### config.mk
export PLATFORM = sky130hd
export DESIGN_NAME = adaptive_up_down_staircase_top
export DESIGN_NICKNAME = d
export VERILOG_FILES = /design/src/design/auds_pkg.sv /design/src/design/auds_update.sv /design/src/design/adaptive_up_down_staircase_top.sv
export SDC_FILE = /design/constraint.sdc
export NUM_CORES = 1
export LEC_CHECK = 0
export BUFFER_PORTS_ARGS = -buffer_cell sky130_fd_sc_hd__buf_2
export CORE_MARGIN = 1.5
export CORE_UTILIZATION = 41
export CTS_BUF_LIST = sky130_fd_sc_hd__clkbuf_4 sky130_fd_sc_hd__clkbuf_8
export DETAILED_ROUTE_END_ITERATION = 8
export GPL_TIMING_DRIVEN = 0
export PLACE_DENSITY = 0.64
export SETUP_SLACK_MARGIN = 0.05
export SYNTH_ARGS = -nofsm -noshare
export SYNTH_HDL_FRONTEND = slang
export SYNTH_HIERARCHICAL = 1
export SYNTH_SLANG_ARGS = --single-unit
### constraint.sdc
create_clock -name clock -period 9.65 [get_ports clock]
set_clock_uncertainty 0.2 [all_clocks]
set_input_delay 1.93 -clock clock [delete_from_list [all_inputs] [get_ports clock]]
set_output_delay 1.93 -clock clock [all_outputs]
set_load 0.03 [all_outputs]
### src/design/auds_pkg.sv
// ----------------------------------------------------------------------------
// auds_pkg
// Types and constants shared by the adaptive up/down staircase block.
// ----------------------------------------------------------------------------
package auds_pkg;

   localparam int DATA_BITS     = 16;
   localparam int RUN_BITS      = 4;
   localparam int REV_BITS      = 8;
   localparam int HEAD_BITS     = 2;
   localparam int CSR_ADDR_BITS = 3;

   localparam logic REQ_START    = 1'b0;
   localparam logic REQ_RESPONSE = 1'b1;

   localparam logic ANSWER_WRONG = 1'b0;

   localparam logic [HEAD_BITS-1:0] HEAD_NONE = 2'd0;
   localparam logic [HEAD_BITS-1:0] HEAD_UP   = 2'd1;
   localparam logic [HEAD_BITS-1:0] HEAD_DOWN = 2'd2;

   localparam logic [REV_BITS-1:0]  REV_MAX   = 8'hFF;
   localparam logic [DATA_BITS-1:0] TRIAL_MAX = 16'hFFFF;

   // register indexes
   localparam logic [CSR_ADDR_BITS-1:0] CSR_LEVEL_FLOOR    = 3'd0;
   localparam logic [CSR_ADDR_BITS-1:0] CSR_LEVEL_CEILING  = 3'd1;
   localparam logic [CSR_ADDR_BITS-1:0] CSR_STEP_FLOOR     = 3'd2;
   localparam logic [CSR_ADDR_BITS-1:0] CSR_WRONG_NEEDED   = 3'd3;
   localparam logic [CSR_ADDR_BITS-1:0] CSR_RIGHT_NEEDED   = 3'd4;
   localparam logic [CSR_ADDR_BITS-1:0] CSR_LIMIT_HITS     = 3'd5;
   localparam logic [CSR_ADDR_BITS-1:0] CSR_REVERSAL_GOAL  = 3'd6;
   localparam logic [CSR_ADDR_BITS-1:0] CSR_TRIAL_GOAL     = 3'd7;

   typedef struct packed {
      logic [DATA_BITS-1:0] step_floor;
      logic [RUN_BITS-1:0]  wrong_needed;
      logic [RUN_BITS-1:0]  right_needed;
      logic [RUN_BITS-1:0]  limit_hits_allowed;
      logic [REV_BITS-1:0]  reversal_goal;
      logic [DATA_BITS-1:0] trial_goal;
   } cfg_type;

   localparam cfg_type CFG_RESET = '{
      step_floor:         16'd1,
      wrong_needed:       4'd1,
      right_needed:       4'd2,
      limit_hits_allowed: 4'd2,
      reversal_goal:      8'd50,
      trial_goal:         16'd150
   };

   typedef struct packed {
      logic [DATA_BITS-1:0] step;
      logic [RUN_BITS-1:0]  wrong_run;
      logic [RUN_BITS-1:0]  right_run;
      logic [HEAD_BITS-1:0] heading;
      logic [REV_BITS-1:0]  reversals;
      logic [RUN_BITS-1:0]  bound_hits;
      logic [DATA_BITS-1:0] trials;
   } stair_type;

endpackage

### src/design/auds_update.sv
// ----------------------------------------------------------------------------
// auds_update
// Next-state logic of the staircase: start load or one response update.
// ----------------------------------------------------------------------------
module auds_update #(
   parameter int LEVEL_BITS = 16,
   localparam int LvlW = (LEVEL_BITS < auds_pkg::DATA_BITS) ? LEVEL_BITS : auds_pkg::DATA_BITS
) (
   input  logic                           req_type,
   input  logic [auds_pkg::DATA_BITS-1:0] start_level,
   input  logic [auds_pkg::DATA_BITS-1:0] start_step,
   input  logic                           answer_right,
   input  auds_pkg::cfg_type              cfg,
   input  logic [LvlW-1:0]                level_floor,
   input  logic [LvlW-1:0]                level_ceiling,
   input  auds_pkg::stair_type            state_cur,
   input  logic [LvlW-1:0]                level_cur,
   output auds_pkg::stair_type            state_nxt,
   output logic [LvlW-1:0]                level_nxt,
   output logic                           done
);

   localparam int DW   = auds_pkg::DATA_BITS;

   always_comb begin
      auds_pkg::stair_type  st;
      logic [LvlW-1:0]      lvl;
      logic                 move_up;
      logic                 move_dn;
      logic                 turn;
      logic [DW-1:0]        half;
      logic [DW:0]          sum;
      logic [DW:0]          diff;
      logic [DW-1:0]        lvl_ext;
      logic [DW-1:0]        floor_ext;
      logic                 clamp;
      logic [auds_pkg::RUN_BITS-1:0] hits;

      st        = state_cur;
      lvl       = level_cur;
      move_up   = 1'b0;
      move_dn   = 1'b0;
      turn      = 1'b0;
      half      = '0;
      sum       = '0;
      diff      = '0;
      lvl_ext   = '0;
      floor_ext = DW'(level_floor);
      clamp     = 1'b0;
      hits      = '0;

      if (req_type == auds_pkg::REQ_START) begin
         lvl = start_level[LvlW-1:0];
         if (lvl < level_floor) begin
            lvl = level_floor;
         end else if (lvl > level_ceiling) begin
            lvl = level_ceiling;
         end
         st.step       = start_step;
         st.wrong_run  = '0;
         st.right_run  = '0;
         st.heading    = auds_pkg::HEAD_NONE;
         st.reversals  = '0;
         st.bound_hits = '0;
         st.trials     = '0;
      end else begin
         if (st.trials != auds_pkg::TRIAL_MAX) begin
            st.trials = st.trials + 1'b1;
         end
         if (answer_right == auds_pkg::ANSWER_WRONG) begin
            st.wrong_run = st.wrong_run + 1'b1;
            st.right_run = '0;
            if (st.wrong_run == cfg.wrong_needed) begin
               move_up      = 1'b1;
               st.wrong_run = '0;
            end
         end else begin
            st.right_run = st.right_run + 1'b1;
            st.wrong_run = '0;
            if (st.right_run == cfg.right_needed) begin
               move_dn      = 1'b1;
               st.right_run = '0;
            end
         end

         if (move_up || move_dn) begin
            turn = move_up ? (st.heading == auds_pkg::HEAD_DOWN)
                           : (st.heading == auds_pkg::HEAD_UP);
            if (turn) begin
               if (st.reversals != auds_pkg::REV_MAX) begin
                  st.reversals = st.reversals + 1'b1;
               end
               half    = st.step >> 1;
               st.step = (half < cfg.step_floor) ? cfg.step_floor : half;
            end
            st.heading = move_up ? auds_pkg::HEAD_UP : auds_pkg::HEAD_DOWN;

            lvl_ext = DW'(lvl);
            if (move_up) begin
               sum   = {1'b0, lvl_ext} + {1'b0, st.step};
               clamp = sum > {1'b0, DW'(level_ceiling)};
               lvl   = clamp ? level_ceiling : sum[LvlW-1:0];
            end else begin
               diff  = {1'b0, lvl_ext} - {1'b0, st.step};
               clamp = diff[DW] || (diff[DW-1:0] < floor_ext);
               lvl   = clamp ? level_floor : diff[LvlW-1:0];
            end

            // limit_hits_allowed clamped moves in a row count as one reversal
            if (clamp) begin
               hits = st.bound_hits + 1'b1;
               if (hits >= cfg.limit_hits_allowed) begin
                  if (st.reversals != auds_pkg::REV_MAX) begin
                     st.reversals = st.reversals + 1'b1;
                  end
                  st.bound_hits = '0;
               end else begin
                  st.bound_hits = hits;
               end
            end else begin
               st.bound_hits = '0;
            end
         end
      end

      state_nxt = st;
      level_nxt = lvl;
      done      = (st.reversals >= cfg.reversal_goal) || (st.trials >= cfg.trial_goal);
   end

endmodule

### src/design/adaptive_up_down_staircase_top.sv
// ----------------------------------------------------------------------------
// adaptive_up_down_staircase_top
// N-up/M-down adaptive staircase on an unsigned fixed-point stimulus level.
//
//  channel | dir | width   | contents (lowest bit up)
//  req     | in  | 40 + 1  | tdata: start_level, start_step, answer_right; tuser: req_type
//  rsp     | out | 64      | tdata: level, step_now, reversals, trials, done_res
//  csr     | in  | 3 + 16  | index, write data
//
// One transaction per cycle sustained while rsp_tready stays high; each request passes
// through the input register, then the update into the result register. Reset clears
// the valid flags, state and counters and loads the default configuration.
// A stalled result holds the update stage; the input register keeps accepting
// until it is full.
// ----------------------------------------------------------------------------
module adaptive_up_down_staircase_top #(
   parameter int LEVEL_BITS = 16
) (
   input  logic        clock,
   input  logic        reset,
   input  logic        req_tvalid,
   output logic        req_tready,
   input  logic [39:0] req_tdata,   // start_level[15:0], start_step[31:16], answer_right[32]
   input  logic        req_tuser,   // req_type[0]
   output logic        rsp_tvalid,
   input  logic        rsp_tready,
   output logic [63:0] rsp_tdata,   // level[15:0], step_now[31:16], reversals[39:32],
                                    // trials[55:40], done_res[56]
   input  logic        csr_we,
   input  logic [auds_pkg::CSR_ADDR_BITS-1:0] csr_addr,
   input  logic [auds_pkg::DATA_BITS-1:0]     csr_wdata
);

   localparam int LvlW = (LEVEL_BITS < auds_pkg::DATA_BITS) ? LEVEL_BITS : auds_pkg::DATA_BITS;
   localparam int DW   = auds_pkg::DATA_BITS;

   logic                 in_valid_ff;
   logic                 in_type_ff;
   logic [DW-1:0]        in_level_ff;
   logic [DW-1:0]        in_step_ff;
   logic                 in_answer_ff;

   auds_pkg::cfg_type    cfg_ff;
   logic [LvlW-1:0]      floor_ff;
   logic [LvlW-1:0]      ceiling_ff;

   auds_pkg::stair_type  state_ff;
   auds_pkg::stair_type  state_in;
   logic [LvlW-1:0]      level_ff;
   logic [LvlW-1:0]      level_in;
   logic                 done_in;

   logic                 out_valid_ff;
   logic [63:0]          out_data_ff;
   logic [63:0]          out_data_in;

   logic                 out_free;
   logic                 advance;

   assign out_free   = !out_valid_ff || rsp_tready;
   assign advance    = in_valid_ff && out_free;
   assign req_tready = !in_valid_ff || out_free;
   assign rsp_tvalid = out_valid_ff;
   assign rsp_tdata  = out_data_ff;

   always_ff @(posedge clock) begin
      if (reset) begin
         in_valid_ff <= 1'b0;
      end else if (req_tready) begin
         in_valid_ff <= req_tvalid;
      end
   end

   always_ff @(posedge clock) begin
      if (req_tvalid && req_tready) begin
         in_type_ff   <= req_tuser;
         in_level_ff  <= req_tdata[15:0];
         in_step_ff   <= req_tdata[31:16];
         in_answer_ff <= req_tdata[32];
      end
   end

   always_ff @(posedge clock) begin
      if (reset) begin
         cfg_ff     <= auds_pkg::CFG_RESET;
         floor_ff   <= '0;
         ceiling_ff <= '1;
      end else if (csr_we) begin
         case (csr_addr)
            auds_pkg::CSR_LEVEL_FLOOR:   floor_ff   <= csr_wdata[LvlW-1:0];
            auds_pkg::CSR_LEVEL_CEILING: ceiling_ff <= csr_wdata[LvlW-1:0];
            auds_pkg::CSR_STEP_FLOOR:    cfg_ff.step_floor <= csr_wdata;
            auds_pkg::CSR_WRONG_NEEDED:  cfg_ff.wrong_needed <= csr_wdata[3:0];
            auds_pkg::CSR_RIGHT_NEEDED:  cfg_ff.right_needed <= csr_wdata[3:0];
            auds_pkg::CSR_LIMIT_HITS:    cfg_ff.limit_hits_allowed <= csr_wdata[3:0];
            auds_pkg::CSR_REVERSAL_GOAL: cfg_ff.reversal_goal <= csr_wdata[7:0];
            auds_pkg::CSR_TRIAL_GOAL:    cfg_ff.trial_goal <= csr_wdata;
            default: ;
         endcase
      end
   end

   auds_update #(
      .LEVEL_BITS (LEVEL_BITS)
   ) u_update (
      .req_type      (in_type_ff),
      .start_level   (in_level_ff),
      .start_step    (in_step_ff),
      .answer_right  (in_answer_ff),
      .cfg           (cfg_ff),
      .level_floor   (floor_ff),
      .level_ceiling (ceiling_ff),
      .state_cur     (state_ff),
      .level_cur     (level_ff),
      .state_nxt     (state_in),
      .level_nxt     (level_in),
      .done          (done_in)
   );

   assign out_data_in = {7'd0, done_in, state_in.trials, state_in.reversals,
                         state_in.step, DW'(level_in)};

   always_ff @(posedge clock) begin
      if (reset) begin
         state_ff <= '0;
         level_ff <= '0;
      end else if (advance) begin
         state_ff <= state_in;
         level_ff <= level_in;
      end
   end

   always_ff @(posedge clock) begin
      if (reset) begin
         out_valid_ff <= 1'b0;
      end else if (advance) begin
         out_valid_ff <= 1'b1;
      end else if (rsp_tready) begin
         out_valid_ff <= 1'b0;
      end
   end

   always_ff @(posedge clock) begin
      if (advance) begin
         out_data_ff <= out_data_in;
      end
   end

endmodule
==> results.py <==
metrics = {
    "worst_hold_path": {
        "hold_start": "cfg_ff[3]",
        "whs_path_depth": 2,
        "hold_path_class": "register to register",
        "hold_end": "cfg_ff[3]",
    },
    "global_route": {
        "grt_max_degree": 67,
        "antenna_found_initial": 1,
        "grtUsageTotal": 0.259,
        "grt_pass1_wl_microns": 80700,
        "gr-total-overflow": 0,
        "grt_pass1_vias": 13500,
    },
    "floorplan": {
        "initial_core_util": 0.418,
        "chipWidth_microns": 202,
        "die_area_sq_mm": 0.0409,
        "fp.dieH_microns": 202,
        "row_count": 72,
        "core-area_sq_mm": 0.0389,
        "boundaryPins": 131,
    },
    "detailed_routing": {
        "drt_iter0_drc": 1005,
        "drt-pass1-iter-count": 5,
        "antenna_left": 0,
        "vias": 14100,
        "via_per_inst": 5.55,
        "wl_microns": 53900,
        "drc": 0,
        "wl_per_cell_microns": 21.2,
    },
    "synth": {
        "synth_edf_count": 91,
        "ys_top_cells_by_area": "dfxtp_1, edfxtp_1, ha_1",
        "synth_cells": 1817,
        "ys_seq_elements": 247,
        "synth.avg_cell_area_sq_um": 8.96,
        "synth_cell_type_count": 84,
        "yosysSeqAreaShare": 0.360,
        "synth-warning-count": 6,
        "yosysTopAreaCellShare": 0.192,
        "synth_top_flop_cell": "dfxtp_1",
        "syn_area_sq_mm": 0.0163,
        "synthArstFlopShare": 0,
        "synth_top_cell_by_area": "dfxtp_1",
    },
    "layout": {
        "final_util": 0.482,
        "drive_above_1_share": 0.169,
        "layout_common_cells": "nand2b_1, dfxtp_1, nand2_1",
        "area_growth_pct": 15.3,
        "finalInstanceArea_sq_mm": 0.0188,
        "layout_commonest_cell": "nand2b_1",
        "num_antenna_cells": 0,
        "final_nets": 2206,
    },
    "worst_setup_path": {
        "worst-path-buf-inv": 3,
        "end_kind": "register",
        "r2r_slack_ns": 0.37,
        "cp_top_family": "compound AO/OA/AOI/OAI gates",
        "cp_slowest_stage_delay_ns": 0.43,
        "worstSetupPathType": "register to register",
        "startpoint_type": "register",
        "arrival_ns": 9.42,
        "ff2ff_path_depth": 42,
        "cpMaxStageDelayCell": "mux2i_2",
        "cp_max_fo": 10,
        "crit_path_frequent_cell": "a21o_1",
        "reg2reg_to": "rsp_tdata[56]",
        "worstPathRequired_ns": 9.79,
        "path_depth": 42,
        "reg2reg_from": "cfg_ff[37]",
    },
    "sta": {
        "finalCritPeriodShare": 0.962,
        "tightestPinTransition_ns": 1.15,
        "fmax_ghz": 0.108,
        "max_slew_margin": 0.233,
        "hold_slack_ns": 0.252,
        "final.setup.worst_slack_ns": 0.371,
        "setup_viol": 0,
        "rsz0062_at_grt": "no",
        "period_minus_slack_ns": 9.28,
        "slew_violations": 0,
        "hold_viol_final": 0,
    },
    "clocking": {
        "cts_buffers": 44,
        "htreeDepth": 2,
        "clkTransAtPathRegs_ns": 0.06,
        "cts_tree": "yes",
        "cts-root-buf": "clkbuf_8",
        "clock_sinks": 247,
        "clk-insertion-delay-late_ns": 0.62,
        "clock_path_buffers": 3,
        "cts_hold_buffers": 0,
    },
    "placement": {
        "place_congestion": 0.948,
        "hpwlAfterDp_microns": 41100,
        "dpl_cell_area_sq_mm": 0.0176,
        "preCtsSetupSlack_ns": -1.13,
        "port_buffers": 114,
    },
    "pwr": {
        "powerDensity_mw_per_mm2": 153,
        "leakagePower_uw": 0.00763,
        "p_total_uw": 2870,
        "ir_drop_mv": 0.107,
    },
    "flow_run": {
        "maxCapViolCount": 0,
    },
    "outcome": {
        "run_status": "finished, final reports clean",
    },
}
[worst max-delay path by stage]
| stage | from | to | slack [ns] |
|---|---|---|---|
| 2_1_floorplan | cfg_ff[37] | rsp_tdata[56] | 1.21 |
| 3_3_place_gp | cfg_ff[37] | rsp_tdata[56] | -1.17 |
| 3_5_place_dp | cfg_ff[37] | rsp_tdata[56] | -1.13 |
| 4_1_cts | cfg_ff[37] | rsp_tdata[56] | 0.06 |
| 5_1_grt | cfg_ff[37] | rsp_tdata[56] | 0.001 |
| 6_report | cfg_ff[37] | rsp_tdata[56] | 0.37 |
[sequential cells by signal, indices dropped and copies added, names as in the netlist]
signal,cells
rsp_tdata,57
state_ff,54
cfg_ff,52
ceiling_ff,16
floor_ff,16
in_level_ff,16
in_step_ff,16
level_ff,16
in_answer_ff,1
in_type_ff,1
in_valid_ff,1
rsp_tvalid,1
[logic make-up after synthesis]
group | count (synthesis) | synth area share
simple gates | 617 | 0.196
fa+ha+maj | 149 | 0.115
mux | 129 | 0.0799
xor+xnor | 56 | 0.0318
compound gates | 394 | 0.156
flops | 247 | 0.360
other cells | 1 | 0.000230
buf+inv | 224 | 0.0614
[what timing repair did]
action / CTS / global route
setup buffers: 5 / 6
pin swaps: 5 / 10
hold endpoints to repair: 0 / 0
cloned: 0 / 0
setup endpoints to repair: 1 / 1
gates resized for setup: 21 / 33
[layout make-up]
type	instances	area (sq um)
buffer	109	573
timing repair buffer	126	673
clock buffer	67	810
multi-input combinational	1352	9700
fill	3864	20100
inverter	112	420
tap	518	648
clock inverter	14	93.8
sequential	247	5860
[cell usage after synthesis (24+ instances only)]
master / count
nand2b_1: 157
dfxtp_1: 156
ha_1: 147
nand2_1: 146
a21oi_1: 142
nor2_1: 130
mux2i_1: 121
inv_1: 112
edfxtp_1: 91
o21ai_0: 65
clkbuf_1: 58
nor3_1: 41
nand3_1: 39
a21o_1: 36
xnor2_1: 27
xor2_1: 27
a211oi_1: 26
buf_2: 24
nand4_1: 24
[per-layer routing]
| layer | GRT usage | vias to the layer above | part of all wire |
|---|---|---|---|
| met1 | 0.358 | 6769 | 0.46 |
| met4 | 0.0788 | 2 | 0.026 |
| met5 | 0 | - | 0.00022 |
| li1 | - | 6766 | - |
| met3 | 0.0510 | 88 | 0.072 |
| met2 | 0.409 | 493 | 0.45 |
[metrics by stage]
| step | std cells | TNS (ns) |
|---|---|---|
| final | 2545 | 0 |
| after floorplan | 1823 | 0 |
| after global routing | 2545 | 0 |
| after global placement | 2455 | -1.17 |
| after CTS | 2542 | 0 |
| after detailed placement | 2456 | -1.13 |
[worst min-delay path, delay by kind of cell (launching register included)]
family | cells | cell delay (ns)
AND/OR/NAND/NOR | 1 | 0.05
flip-flops | 1 | 0.31
AO/OA/AOI/OAI | 1 | 0.05
[power by group]
group	switching (uW)	total (uW)	internal, uW
Clock	462	1030	563
Sequential	31.6	1150	1120
Combinational	435	690	255
Total	929	2870	1940
Note: power is estimated with default switching activity, not from simulation.
